## src/rtl/tpfc_pkg.sv

```systemverilog
// ============================================================================
// tpfc_pkg
// Shared types, constants and pixel decode/encode functions for the texture
// pixel format converter.
// ============================================================================
package tpfc_pkg;

    // Pixel format codes
    typedef enum logic [2:0] {
        FMT_RGB888    = 3'd0,
        FMT_RGBA8888  = 3'd1,
        FMT_RGBA4444  = 3'd2,
        FMT_RGBA5551  = 3'd3,
        FMT_RGB565    = 3'd4,
        FMT_LUM       = 3'd5,
        FMT_LUM_ALPHA = 3'd6,
        FMT_ALPHA     = 3'd7
    } fmt_t;

    // Register map
    localparam int APB_ADDR_W = 4;
    localparam int APB_DATA_W = 32;
    localparam logic [1:0] REG_SOURCE_FORMAT = 2'd0;
    localparam logic [1:0] REG_TARGET_FORMAT = 2'd1;
    localparam logic [1:0] REG_ROW_WIDTH     = 2'd2;
    localparam logic [1:0] REG_SOURCE_ALIGN  = 2'd3;

    localparam int ROW_WIDTH_W = 13;
    localparam logic [ROW_WIDTH_W-1:0] MAX_ROW_WIDTH = 13'd4096;

    // Configuration as seen by the front end
    typedef struct packed {
        fmt_t                   source_format;
        fmt_t                   target_format;
        logic [ROW_WIDTH_W-1:0] row_width;
        logic [1:0]             source_align_log2;
    } cfg_t;

    // Encoded target pixel
    typedef struct packed {
        logic [3:0][7:0] bytes;
        logic [2:0]      nd;
    } enc_t;

    // One queued pixel job for the back end
    typedef struct packed {
        logic [3:0][7:0] bytes;
        logic [2:0]      nd;
        logic [1:0]      npad;
        logic            row_done;
    } job_t;

    // Source bytes per pixel
    function automatic logic [2:0] fmt_size(input fmt_t fmt);
        logic [2:0] sz;
        case (fmt)
            FMT_RGB888:   sz = 3'd3;
            FMT_RGBA8888: sz = 3'd4;
            FMT_LUM:      sz = 3'd1;
            FMT_ALPHA:    sz = 3'd1;
            default:      sz = 3'd2;
        endcase
        return sz;
    endfunction

    // Widen a source pixel to {r, g, b, a}
    function automatic logic [31:0] decode_pixel(input fmt_t fmt, input logic [31:0] px);
        logic [7:0]  r;
        logic [7:0]  g;
        logic [7:0]  b;
        logic [7:0]  a;
        logic [15:0] pv;
        pv = px[15:0];
        r  = 8'd0;
        g  = 8'd0;
        b  = 8'd0;
        a  = 8'hff;
        case (fmt)
            FMT_RGB888:
            begin
                r = px[7:0];
                g = px[15:8];
                b = px[23:16];
            end
            FMT_RGBA8888:
            begin
                r = px[7:0];
                g = px[15:8];
                b = px[23:16];
                a = px[31:24];
            end
            FMT_RGBA4444:
            begin
                r = {pv[15:12], pv[15:12]};
                g = {pv[11:8], pv[11:8]};
                b = {pv[7:4], pv[7:4]};
                a = {pv[3:0], pv[3:0]};
            end
            FMT_RGBA5551:
            begin
                r = {pv[15:11], pv[15:13]};
                g = {pv[10:6], pv[10:8]};
                b = {pv[5:1], pv[5:3]};
                a = pv[0] ? 8'hff : 8'h00;
            end
            FMT_RGB565:
            begin
                r = {pv[15:11], pv[15:13]};
                g = {pv[10:5], pv[10:9]};
                b = {pv[4:0], pv[4:2]};
            end
            FMT_LUM:
            begin
                r = px[7:0];
                g = px[7:0];
                b = px[7:0];
            end
            FMT_LUM_ALPHA:
            begin
                r = px[7:0];
                g = px[7:0];
                b = px[7:0];
                a = px[15:8];
            end
            default:
            begin
                a = px[7:0];
            end
        endcase
        return {r, g, b, a};
    endfunction

    // Pack {r, g, b, a} into target bytes by truncation
    function automatic enc_t encode_pixel(input fmt_t fmt, input logic [31:0] c);
        enc_t        e;
        logic [7:0]  r;
        logic [7:0]  g;
        logic [7:0]  b;
        logic [7:0]  a;
        logic [15:0] pv;
        r  = c[31:24];
        g  = c[23:16];
        b  = c[15:8];
        a  = c[7:0];
        pv = 16'd0;
        e  = '0;
        case (fmt)
            FMT_RGB888:
            begin
                e.bytes = {8'd0, b, g, r};
                e.nd    = 3'd3;
            end
            FMT_RGBA8888:
            begin
                e.bytes = {a, b, g, r};
                e.nd    = 3'd4;
            end
            FMT_RGBA4444:
            begin
                pv      = {r[7:4], g[7:4], b[7:4], a[7:4]};
                e.bytes = {16'd0, pv[15:8], pv[7:0]};
                e.nd    = 3'd2;
            end
            FMT_RGBA5551:
            begin
                pv      = {r[7:3], g[7:3], b[7:3], a[7]};
                e.bytes = {16'd0, pv[15:8], pv[7:0]};
                e.nd    = 3'd2;
            end
            FMT_RGB565:
            begin
                pv      = {r[7:3], g[7:2], b[7:3]};
                e.bytes = {16'd0, pv[15:8], pv[7:0]};
                e.nd    = 3'd2;
            end
            FMT_LUM:
            begin
                e.bytes = {24'd0, r};
                e.nd    = 3'd1;
            end
            FMT_LUM_ALPHA:
            begin
                e.bytes = {16'd0, a, r};
                e.nd    = 3'd2;
            end
            default:
            begin
                e.bytes = {24'd0, a};
                e.nd    = 3'd1;
            end
        endcase
        return e;
    endfunction

endpackage

```

## src/rtl/tpfc_if.sv

```systemverilog
// ============================================================================
// tpfc_if
// Valid/ready channels for source bytes and destination bytes.
// ============================================================================
interface tpfc_in_if;
    logic       valid;
    logic       ready;
    logic [7:0] in_byte;
    logic       image_start;

    modport source (output valid, output in_byte, output image_start, input ready);
    modport sink   (input valid, input in_byte, input image_start, output ready);
endinterface

interface tpfc_out_if;
    logic       valid;
    logic       ready;
    logic [7:0] out_byte;
    logic       is_padding;
    logic       row_end;
    logic       run_last;

    modport source (output valid, output out_byte, output is_padding, output row_end,
                    output run_last, input ready);
    modport sink   (input valid, input out_byte, input is_padding, input row_end,
                    input run_last, output ready);
endinterface

```

## src/rtl/texture_pixel_format_converter_unit.sv

```systemverilog
// ============================================================================
// texture_pixel_format_converter_unit
// Source texture bytes in, converted destination bytes out, with source row
// padding dropped and destination rows padded to a multiple of 4 bytes.
// ============================================================================
// Path: the first destination byte of a pixel goes through the job queue and
//   then the output register once the pixel's last source byte is accepted.
// Throughput: one source byte per cycle while the 4-entry job queue has room;
//   the output register emits one byte per cycle while the sink is ready
//   and a job is queued; a pixel yields 1 to 6 target and padding bytes.
// Reset: rst_n clears all counters, the queue and the output valid; registers
//   return to rgba8888 -> rgba8888, row width 1, source alignment 4 bytes.
module texture_pixel_format_converter_unit (
    input  logic                              clk,
    input  logic                              rst_n,
    tpfc_in_if.sink                           src,
    tpfc_out_if.source                        dst,
    input  logic                              psel,
    input  logic                              penable,
    input  logic                              pwrite,
    input  logic [tpfc_pkg::APB_ADDR_W-1:0]   paddr,
    input  logic [tpfc_pkg::APB_DATA_W-1:0]   pwdata,
    output logic [tpfc_pkg::APB_DATA_W-1:0]   prdata,
    output logic                              pready
);
    import tpfc_pkg::*;

    cfg_t       cfg_reg, cfg_next;
    logic       cfg_wr;
    logic [1:0] reg_idx;

    logic       q_push, q_pop, q_full, q_empty;
    job_t       q_in, q_head;

    assign pready  = 1'b1;
    assign cfg_wr  = psel && penable && pwrite && pready;
    assign reg_idx = paddr[3:2];

    // Register writes
    always_comb
    begin
        cfg_next = cfg_reg;
        if (cfg_wr)
        begin
            case (reg_idx)
                REG_SOURCE_FORMAT: cfg_next.source_format     = fmt_t'(pwdata[2:0]);
                REG_TARGET_FORMAT: cfg_next.target_format     = fmt_t'(pwdata[2:0]);
                REG_ROW_WIDTH:     cfg_next.row_width         = pwdata[ROW_WIDTH_W-1:0];
                REG_SOURCE_ALIGN:  cfg_next.source_align_log2 = pwdata[1:0];
                default:           cfg_next = cfg_reg;
            endcase
        end
    end

    always_ff @(posedge clk or negedge rst_n)
    begin
        if (!rst_n)
        begin
            cfg_reg.source_format     <= FMT_RGBA8888;
            cfg_reg.target_format     <= FMT_RGBA8888;
            cfg_reg.row_width         <= ROW_WIDTH_W'(1);
            cfg_reg.source_align_log2 <= 2'd2;
        end
        else
        begin
            cfg_reg <= cfg_next;
        end
    end

    // Register reads
    always_comb
    begin
        case (reg_idx)
            REG_SOURCE_FORMAT: prdata = APB_DATA_W'(cfg_reg.source_format);
            REG_TARGET_FORMAT: prdata = APB_DATA_W'(cfg_reg.target_format);
            REG_ROW_WIDTH:     prdata = APB_DATA_W'(cfg_reg.row_width);
            REG_SOURCE_ALIGN:  prdata = APB_DATA_W'(cfg_reg.source_align_log2);
            default:           prdata = '0;
        endcase
    end

    tpfc_front u_front (
        .clk    (clk),
        .rst_n  (rst_n),
        .cfg    (cfg_reg),
        .src    (src),
        .q_full (q_full),
        .push   (q_push),
        .job    (q_in)
    );

    tpfc_queue u_queue (
        .clk      (clk),
        .rst_n    (rst_n),
        .push     (q_push),
        .push_job (q_in),
        .pop      (q_pop),
        .head     (q_head),
        .full     (q_full),
        .empty    (q_empty)
    );

    tpfc_back u_back (
        .clk   (clk),
        .rst_n (rst_n),
        .head  (q_head),
        .empty (q_empty),
        .pop   (q_pop),
        .dst   (dst)
    );

endmodule

```

## src/rtl/tpfc_front.sv

```systemverilog
// ============================================================================
// tpfc_front
// Accepts source bytes, drops source row padding, assembles pixels and
// converts each finished pixel into a job for the back end.
// ============================================================================
module tpfc_front (
    input  logic               clk,
    input  logic               rst_n,
    input  tpfc_pkg::cfg_t     cfg,
    tpfc_in_if.sink            src,
    input  logic               q_full,
    output logic               push,
    output tpfc_pkg::job_t     job
);
    import tpfc_pkg::*;

    logic [31:0]            asm_reg, asm_next;
    logic [1:0]             bip_reg, bip_next;
    logic [ROW_WIDTH_W-1:0] col_reg, col_next;
    logic [2:0]             pad_reg, pad_next;

    logic                   accept;
    logic [31:0]            asm_cur, asm_new;
    logic [1:0]             bip_cur;
    logic [ROW_WIDTH_W-1:0] col_cur, col_inc, width;
    logic [2:0]             pad_cur, sbpp, amask, src_prod;
    logic [1:0]             dst_prod;
    logic                   row_done;
    enc_t                   enc;

    assign src.ready = !q_full;
    assign accept    = src.valid && src.ready;

    // Effective row width
    always_comb
    begin
        width = cfg.row_width;
        if (cfg.row_width == '0)
            width = ROW_WIDTH_W'(1);
        else if (cfg.row_width > MAX_ROW_WIDTH)
            width = MAX_ROW_WIDTH;
    end

    assign sbpp = fmt_size(cfg.source_format);

    // State as seen by this byte (image_start clears first)
    assign asm_cur = src.image_start ? 32'd0 : asm_reg;
    assign bip_cur = src.image_start ? 2'd0 : bip_reg;
    assign col_cur = src.image_start ? '0 : col_reg;
    assign pad_cur = src.image_start ? 3'd0 : pad_reg;

    assign asm_new = (bip_cur == 2'd0) ? {24'd0, src.in_byte}
                                       : (asm_cur | (32'(src.in_byte) << {bip_cur, 3'b000}));

    // Pixel conversion
    assign enc = encode_pixel(cfg.target_format, decode_pixel(cfg.source_format, asm_new));

    assign col_inc  = col_cur + ROW_WIDTH_W'(1);
    assign row_done = (col_inc >= width);

    // Only the low bits of the row byte counts matter for padding
    assign dst_prod = 2'(width[1:0] * enc.nd);
    assign src_prod = 3'(width[2:0] * sbpp);
    assign amask    = 3'((4'd1 << cfg.source_align_log2) - 4'd1);

    always_comb
    begin
        asm_next     = asm_reg;
        bip_next     = bip_reg;
        col_next     = col_reg;
        pad_next     = pad_reg;
        push         = 1'b0;
        job.bytes    = enc.bytes;
        job.nd       = enc.nd;
        job.npad     = row_done ? (2'd0 - dst_prod) : 2'd0;
        job.row_done = row_done;
        if (accept)
        begin
            asm_next = asm_cur;
            bip_next = bip_cur;
            col_next = col_cur;
            pad_next = pad_cur;
            if (pad_cur != 3'd0)
            begin
                // dropped source padding byte
                pad_next = pad_cur - 3'd1;
            end
            else if (({1'b0, bip_cur} + 3'd1) < sbpp)
            begin
                asm_next = asm_new;
                bip_next = bip_cur + 2'd1;
            end
            else
            begin
                asm_next = asm_new;
                bip_next = 2'd0;
                push     = 1'b1;
                if (row_done)
                begin
                    col_next = '0;
                    pad_next = (3'd0 - src_prod) & amask;
                end
                else
                begin
                    col_next = col_inc;
                end
            end
        end
    end

    always_ff @(posedge clk or negedge rst_n)
    begin
        if (!rst_n)
        begin
            asm_reg <= '0;
            bip_reg <= '0;
            col_reg <= '0;
            pad_reg <= '0;
        end
        else
        begin
            asm_reg <= asm_next;
            bip_reg <= bip_next;
            col_reg <= col_next;
            pad_reg <= pad_next;
        end
    end

endmodule

```

## src/rtl/tpfc_queue.sv

```systemverilog
// ============================================================================
// tpfc_queue
// Four-entry job queue between the front and back ends.
// ============================================================================
module tpfc_queue (
    input  logic           clk,
    input  logic           rst_n,
    input  logic           push,
    input  tpfc_pkg::job_t push_job,
    input  logic           pop,
    output tpfc_pkg::job_t head,
    output logic           full,
    output logic           empty
);
    import tpfc_pkg::*;

    job_t       mem [4];
    logic [1:0] wptr_reg, wptr_next;
    logic [1:0] rptr_reg, rptr_next;
    logic [2:0] cnt_reg, cnt_next;
    logic       do_push, do_pop;

    assign full    = (cnt_reg == 3'd4);
    assign empty   = (cnt_reg == 3'd0);
    assign do_push = push && !full;
    assign do_pop  = pop && !empty;
    assign head    = mem[rptr_reg];

    // Pointer and count update
    always_comb
    begin
        wptr_next = do_push ? wptr_reg + 2'd1 : wptr_reg;
        rptr_next = do_pop ? rptr_reg + 2'd1 : rptr_reg;
        cnt_next  = cnt_reg;
        if (do_push && !do_pop)
            cnt_next = cnt_reg + 3'd1;
        else if (do_pop && !do_push)
            cnt_next = cnt_reg - 3'd1;
    end

    always_ff @(posedge clk or negedge rst_n)
    begin
        if (!rst_n)
        begin
            wptr_reg <= '0;
            rptr_reg <= '0;
            cnt_reg  <= '0;
        end
        else
        begin
            wptr_reg <= wptr_next;
            rptr_reg <= rptr_next;
            cnt_reg  <= cnt_next;
        end
    end

    // Storage
    always_ff @(posedge clk)
    begin
        if (do_push)
            mem[wptr_reg] <= push_job;
    end

endmodule

```

## src/rtl/tpfc_back.sv

```systemverilog
// ============================================================================
// tpfc_back
// Walks each queued job and emits its target and padding bytes, one item per
// cycle while the sink is ready and a job is queued, through an output register.
// ============================================================================
module tpfc_back (
    input  logic           clk,
    input  logic           rst_n,
    input  tpfc_pkg::job_t head,
    input  logic           empty,
    output logic           pop,
    tpfc_out_if.source     dst
);
    import tpfc_pkg::*;

    logic [2:0] idx_reg, idx_next;
    logic       vld_reg, vld_next;
    logic [7:0] byte_reg, byte_next;
    logic       pad_reg, pad_next;
    logic       end_reg, end_next;
    logic       last_reg, last_next;

    logic       load, last, is_pad;
    logic [2:0] total;

    assign load   = !empty && (!vld_reg || dst.ready);
    assign total  = head.nd + {1'b0, head.npad};
    assign last   = (idx_reg + 3'd1) == total;
    assign is_pad = idx_reg >= head.nd;
    assign pop    = load && last;

    always_comb
    begin
        idx_next  = idx_reg;
        vld_next  = dst.ready ? 1'b0 : vld_reg;
        byte_next = byte_reg;
        pad_next  = pad_reg;
        end_next  = end_reg;
        last_next = last_reg;
        if (load)
        begin
            idx_next  = last ? 3'd0 : idx_reg + 3'd1;
            vld_next  = 1'b1;
            byte_next = is_pad ? 8'd0 : head.bytes[idx_reg[1:0]];
            pad_next  = is_pad;
            end_next  = head.row_done && last;
            last_next = last;
        end
    end

    always_ff @(posedge clk or negedge rst_n)
    begin
        if (!rst_n)
        begin
            idx_reg <= '0;
            vld_reg <= 1'b0;
        end
        else
        begin
            idx_reg <= idx_next;
            vld_reg <= vld_next;
        end
    end

    // Output payload
    always_ff @(posedge clk)
    begin
        byte_reg <= byte_next;
        pad_reg  <= pad_next;
        end_reg  <= end_next;
        last_reg <= last_next;
    end

    assign dst.valid      = vld_reg;
    assign dst.out_byte   = byte_reg;
    assign dst.is_padding = pad_reg;
    assign dst.row_end    = end_reg;
    assign dst.run_last   = last_reg;

endmodule
```

## src/flat_wrapper.sv

```systemverilog
// flat-port wrapper written by rule: the top's interface ports become plain ports
module texture_pixel_format_converter_unit_flat import tpfc_pkg::*;
  (clk, rst_n, psel, penable, pwrite, paddr, pwdata, prdata, pready, src_valid, src_in_byte, src_image_start, src_ready, dst_valid, dst_out_byte, dst_is_padding, dst_row_end, dst_run_last, dst_ready);
  tpfc_in_if src_i ();
  tpfc_out_if dst_i ();
  input  logic clk;
  input  logic rst_n;
  input  logic psel;
  input  logic penable;
  input  logic pwrite;
  input  logic [tpfc_pkg::APB_ADDR_W-1:0] paddr;
  input  logic [tpfc_pkg::APB_DATA_W-1:0] pwdata;
  output logic [tpfc_pkg::APB_DATA_W-1:0] prdata;
  output logic pready;
  input wire logic [$bits(src_i.valid)-1:0] src_valid;
  input wire logic [$bits(src_i.in_byte)-1:0] src_in_byte;
  input wire logic [$bits(src_i.image_start)-1:0] src_image_start;
  output wire logic [$bits(src_i.ready)-1:0] src_ready;
  output wire logic [$bits(dst_i.valid)-1:0] dst_valid;
  output wire logic [$bits(dst_i.out_byte)-1:0] dst_out_byte;
  output wire logic [$bits(dst_i.is_padding)-1:0] dst_is_padding;
  output wire logic [$bits(dst_i.row_end)-1:0] dst_row_end;
  output wire logic [$bits(dst_i.run_last)-1:0] dst_run_last;
  input wire logic [$bits(dst_i.ready)-1:0] dst_ready;
  assign src_i.valid = src_valid;
  assign src_i.in_byte = src_in_byte;
  assign src_i.image_start = src_image_start;
  assign src_ready = src_i.ready;
  assign dst_valid = dst_i.valid;
  assign dst_out_byte = dst_i.out_byte;
  assign dst_is_padding = dst_i.is_padding;
  assign dst_row_end = dst_i.row_end;
  assign dst_run_last = dst_i.run_last;
  assign dst_i.ready = dst_ready;
  texture_pixel_format_converter_unit u_core (.clk(clk), .rst_n(rst_n), .src(src_i), .dst(dst_i), .psel(psel), .penable(penable), .pwrite(pwrite), .paddr(paddr), .pwdata(pwdata), .prdata(prdata), .pready(pready));
endmodule
```

## config.mk

```make
export PLATFORM = sky130hd
export DESIGN_NAME = texture_pixel_format_converter_unit_flat
export DESIGN_NICKNAME = d
export VERILOG_FILES = /design/src/rtl/tpfc_pkg.sv /design/src/rtl/tpfc_if.sv /design/src/rtl/texture_pixel_format_converter_unit.sv /design/src/rtl/tpfc_front.sv /design/src/rtl/tpfc_queue.sv /design/src/rtl/tpfc_back.sv /design/src/flat_wrapper.sv
export SDC_FILE = /design/constraint.sdc
export NUM_CORES = 1
export LEC_CHECK = 0
export BUFFER_PORTS_ARGS = -buffer_cell sky130_fd_sc_hd__buf_4
export CAP_MARGIN = 20
export CORE_UTILIZATION = 40
export CTS_BUF_LIST = sky130_fd_sc_hd__clkbuf_2
export DETAILED_ROUTE_END_ITERATION = 7
export PLACE_DENSITY = 0.69
export RECOVER_POWER = 50
export SETUP_SLACK_MARGIN = 0.3
export SYNTH_ARGS = -nofsm -noshare
export SYNTH_HDL_FRONTEND = slang
export SYNTH_SLANG_ARGS = --single-unit
```

## constraint.sdc

```tcl
create_clock -name clk -period 3.7 [get_ports clk]
set_clock_uncertainty 0.05 [all_clocks]
set_input_delay 0.555 -clock clk [delete_from_list [all_inputs] [get_ports clk]]
set_output_delay 0.555 -clock clk [all_outputs]
set_load 0.005 [all_outputs]
```

==> metrics.txt <==
# TYPE chip_impl_metric gauge
chip_impl_metric{name="drt-vias-per-instance",unit=""} 5.67
chip_impl_metric{name="fp.dieW",unit="um"} 184
chip_impl_metric{name="static_leakage_power",unit="uW"} 0.00585
chip_impl_info{name="clockRootBuffer",value="clkbuf_2"} 1
chip_impl_info{name="timing.critical_path.max_delay_family",value="compound AO/OA/AOI/OAI gates"} 1
chip_impl_metric{name="gp_congestion",unit=""} 1.01
chip_impl_info{name="critical_path_cell_by_cell",value="clkbuf_1, nand3b_1, nor2_1, a32o_1, a221oi_1, o211ai_1, a22oi_1, a22oi_1, buf_4"} 1
chip_impl_info{name="end_kind",value="flip-flop"} 1
chip_impl_metric{name="wire_length_of_the_first_global_routing_pass",unit="um"} 54800
chip_impl_metric{name="clock_insertion_delay_worst_skew",unit="ns"} 0.93
chip_impl_metric{name="grt_use_total",unit="%"} 21.1
chip_impl_metric{name="cts-buffers-inserted",unit=""} 61
chip_impl_metric{name="critical_path_depth",unit=""} 9
chip_impl_metric{name="slew_headroom",unit="%"} -87.9
chip_impl_info{name="worst-setup-path-type",value="reg -> reg"} 1
chip_impl_metric{name="grt_remaining_overflow",unit=""} 0
chip_impl_metric{name="sequential_element_share_of_the_synthesized_area",unit="%"} 52.6
chip_impl_metric{name="core_area",unit="sq um"} 32500
chip_impl_info{name="rr_startpoint",value="u_core.cfg_reg[20]$_DFFE_PN0P_"} 1
chip_impl_metric{name="layout-drive-gt1-share",unit="%"} 24.4
chip_impl_metric{name="max_ffs_per_register",unit=""} 152
chip_impl_metric{name="reg2reg_depth",unit=""} 9
chip_impl_metric{name="crit_buf_inv",unit=""} 2
chip_impl_metric{name="initial_antenna_violation_count",unit=""} 1
chip_impl_metric{name="power_frac_seq",unit="%"} 38.0
chip_impl_metric{name="power_per_cell_area",unit="nW/um^2"} 681
chip_impl_metric{name="synth_simple_gate_area_share",unit="%"} 12.3
chip_impl_metric{name="synth_enable_flop_cells",unit=""} 163
chip_impl_metric{name="dpl.hpwl",unit="um"} 24700
chip_impl_metric{name="synth_async_sr_flop_share",unit="%"} 33.5
chip_impl_metric{name="final-setup-viol-count",unit=""} 0
chip_impl_info{name="hold_class",value="in -> reg"} 1
chip_impl_metric{name="std_cell_rows",unit=""} 66
chip_impl_metric{name="synth_area_in_xor_xnor",unit="%"} 1.66
chip_impl_info{name="whs_endpoint",value="u_core.cfg_reg[1]$_DFFE_PN1P_"} 1
chip_impl_metric{name="final_min_period_over_clock_period",unit="%"} 92.3
chip_impl_info{name="cp_slowest_cell",value="dfrtp_1"} 1
chip_impl_metric{name="max-clock-path-buffers",unit=""} 3
chip_impl_metric{name="area.sequential",unit="sq um"} 6950
chip_impl_metric{name="timing.hold.ws",unit="ns"} 0.0889
chip_impl_metric{name="cp_max_fo",unit=""} 15
chip_impl_info{name="synth_top_family_by_area",value="compound AO/OA/AOI/OAI gates"} 1
chip_impl_metric{name="cell_internal_pwr",unit="uW"} 6250
chip_impl_metric{name="maximum_number_of_pins_on_one_net_before_global_route_repair",unit=""} 49
chip_impl_metric{name="area_growth",unit="%"} 15.3
chip_impl_metric{name="finalNetCount",unit=""} 1347
chip_impl_metric{name="post_synthesis_adder_cell_area_fraction",unit="%"} 3.33
chip_impl_metric{name="multi_input_comb_area",unit="sq um"} 5830
chip_impl_metric{name="floorplan.die.height",unit="um"} 184
chip_impl_metric{name="ys_warn_count",unit=""} 0
chip_impl_metric{name="max_clock_freq",unit="MHz"} 293
chip_impl_metric{name="remaining_drc_errors",unit=""} 0
chip_impl_metric{name="comb_power_share",unit="%"} 44.8
chip_impl_metric{name="synth_compound_gate_area_share",unit="%"} 15.5
chip_impl_metric{name="post_synth_inst_count",unit=""} 1120
chip_impl_metric{name="design.portCount",unit=""} 98
chip_impl_info{name="cpMostUsedCell",value="a22oi_1"} 1
chip_impl_metric{name="worstMarginPinSlew",unit="ns"} 2.82
chip_impl_info{name="startpoint_type",value="flip-flop"} 1
chip_impl_metric{name="ys_seq_elements",unit=""} 245
chip_impl_metric{name="antenna_viol_nets_final",unit=""} 0
chip_impl_metric{name="drt_iter0_drc",unit=""} 994
chip_impl_metric{name="tritoncts_num_sinks",unit=""} 245
chip_impl_metric{name="drv_slew",unit=""} 64
chip_impl_metric{name="number_of_max_cap_violations",unit=""} 2
chip_impl_metric{name="start_util",unit="%"} 40.6
chip_impl_metric{name="htree_num_levels",unit=""} 2
chip_impl_metric{name="slowest_delay",unit="ns"} 0.69
chip_impl_metric{name="routed_wl",unit="um"} 35200
chip_impl_info{name="regToRegEndpoint",value="u_core.u_queue.mem[3][10]$_DFFE_PP_"} 1
chip_impl_info{name="tritoncts_clock_tree",value="done"} 1
chip_impl_metric{name="via_count",unit=""} 9957
chip_impl_metric{name="clk_transition_reported_paths",unit="ns"} 0.13
chip_impl_metric{name="synth_area",unit="sq um"} 13200
chip_impl_metric{name="routed_wire_length_per_instance",unit="um"} 20.0
chip_impl_metric{name="post_synth_num_cell_types",unit=""} 81
chip_impl_metric{name="final.setup.tns",unit="ns"} 0
chip_impl_metric{name="drt_first_pass_iters",unit=""} 8
chip_impl_metric{name="synth.avg_cell_area",unit="sq um"} 11.8
chip_impl_metric{name="part_of_the_power_in_the_clock_network",unit="%"} 17.2
chip_impl_metric{name="portion_of_netlist_area_occupied_by_mux_cells",unit="%"} 10.2
chip_impl_info{name="yosys_most_used_dff",value="edfxtp_1"} 1
chip_impl_metric{name="fillCellCount",unit=""} 3049
chip_impl_info{name="violations_in_the_final_reports",value="max-capacitance violations, max-slew violations"} 1
chip_impl_metric{name="maximum_ir_drop_on_the_vdd_rail",unit="V"} 0.000263
chip_impl_metric{name="floorplan.die_area",unit="sq um"} 33800
chip_impl_metric{name="worst-endpoint-required",unit="ns"} 4.27
chip_impl_info{name="setup_repair_after_global_routing_missed_its_margin",value="true"} 1
chip_impl_metric{name="netSwitchingPower",unit="uW"} 4120
chip_impl_info{name="min_from",value="paddr[2]"} 1
chip_impl_metric{name="worst_ep_arrival_time",unit="ns"} 3.98
chip_impl_metric{name="ff2ff_setup_slack",unit="ns"} 0.28
chip_impl_metric{name="switching_share",unit="%"} 39.7
chip_impl_metric{name="timing.final.crit_period",unit="ns"} 3.42
chip_impl_metric{name="first_global_vias",unit=""} 9733
chip_impl_info{name="layout_commonest_cell",value="edfxtp_1"} 1
chip_impl_info{name="run_status",value="finished with violations"} 1
chip_impl_info{name="final_cell_mix",value="edfxtp_1 (163), nand2_1 (95), buf_4 (88), clkbuf_2 (87), nor2_1 (85)"} 1
chip_impl_metric{name="whs_path_depth",unit=""} 4
chip_impl_metric{name="hold_violations",unit=""} 0
chip_impl_metric{name="io_buffers",unit=""} 56
[what timing repair did]
item | CTS | global route
pin swaps | 1 | 6
buffers inserted | 4 | 4
setup endpoints to repair | 2 | 20
hold buffers | 24 | 0
hold endpoints to repair | 84 | 0
resized for setup | 2 | 11
[cell type report]
type | count | share of cell area (%)
Inverter | 29 | 0.715
Clock inverter | 30 | 0.920
Antenna cell | 1 | 0.0164
Multi-Input combinational cell | 774 | 38.3
Timing Repair Buffer | 150 | 8.00
Clock buffer | 85 | 2.79
Sequential cell | 245 | 45.6
Tap cell | 442 | 3.63
[power by group through the flow]
stage | clock network (uW) | registers (uW) | logic (uW)
after floorplan | 0 | 3870 | 3140
after global placement | 0 | 4000 | 4440
after detailed placement | 0 | 4020 | 4530
after CTS | 1860 | 3950 | 4640
after global routing | 2000 | 4000 | 5070
final | 1780 | 3950 | 4640
[how the worst max path moves through the flow]
stage	from	endpoint	slack, ns
global placement	src_image_start	u_core.u_queue.mem[0][9]$_DFFE_PP_	0.20
CTS	u_core.u_queue.rptr_reg[0]$_DFFE_PN0P_	u_core.u_queue.cnt_reg[2]$_DFFE_PN0P_	0.33
global route	u_core.u_queue.rptr_reg[0]$_DFFE_PN0P_	u_core.u_queue.cnt_reg[1]$_DFFE_PN0P_	0.14
finish	u_core.cfg_reg[20]$_DFFE_PN0P_	u_core.u_queue.mem[3][10]$_DFFE_PP_	0.28
detailed placement	src_image_start	u_core.u_queue.mem[1][8]$_DFFE_PP_	0.18
floorplan	u_core.u_queue.rptr_reg[0]$_DFFE_PN0P_	u_core.u_queue.cnt_reg[1]$_DFFE_PN0P_	0.12
[layer usage]
| metal | GRT usage, % | routed length [um] | part of all wire, % |
|---|---|---|---|
| met5 | 0 | 0 | 0 |
| met4 | 7.37 | 952 | 2.7 |
| met3 | 4.66 | 2650 | 7.5 |
| met2 | 32.5 | 16100 | 46 |
| met1 | 29.3 | 15500 | 44 |
[cells by family after synthesis]
family                   after synthesis
AO/OA/AOI/OAI                        289
XOR/XNOR                              25
adder cells (fa/ha/maj)               34
buffers and inverters                119
multiplexers                          72
other                                  2
flip-flops                           245
AND/OR/NAND/NOR                      334
[cells in the mapped netlist, types with 20 or more instances]
master / count / share of area [%]
a21oi_1: 60 / 2.3
buf_2: 20 / 0.76
clkbuf_1: 46 / 1.3
nor2b_1: 26 / 1.2
nor2_1: 83 / 2.4
buf_4: 20 / 1.1
edfxtp_1: 163 / 37
o22ai_1: 20 / 0.95
mux4_2: 48 / 8.2
ha_1: 32 / 3.0
nand3_1: 24 / 0.91
inv_1: 29 / 0.82
dfrtp_1: 78 / 15
a22o_1: 22 / 1.5
mux2_2: 20 / 1.7
nand2_1: 96 / 2.7
o21ai_0: 57 / 2.2
[through the flow]
stage	setup slack (ns)	instance area, sq um	instances	power (uW)	utilization [%]
after global routing	0.139	15200	1756	11100	46.8
final	0.284	15200	1756	10400	46.8
after detailed placement	0.180	14400	1608	8550	44.3
after CTS	0.334	15300	1751	10400	46.9
after global placement	0.198	14400	1608	8450	44.3
after floorplan	0.115	13400	1138	7020	-
[tightest hold or removal path: stages]
cell     delay (ns)
buf_4          0.15
nand2_1        0.06
nor2_1         0.05
mux2_2         0.22
Power figures use the tool's default switching activity.
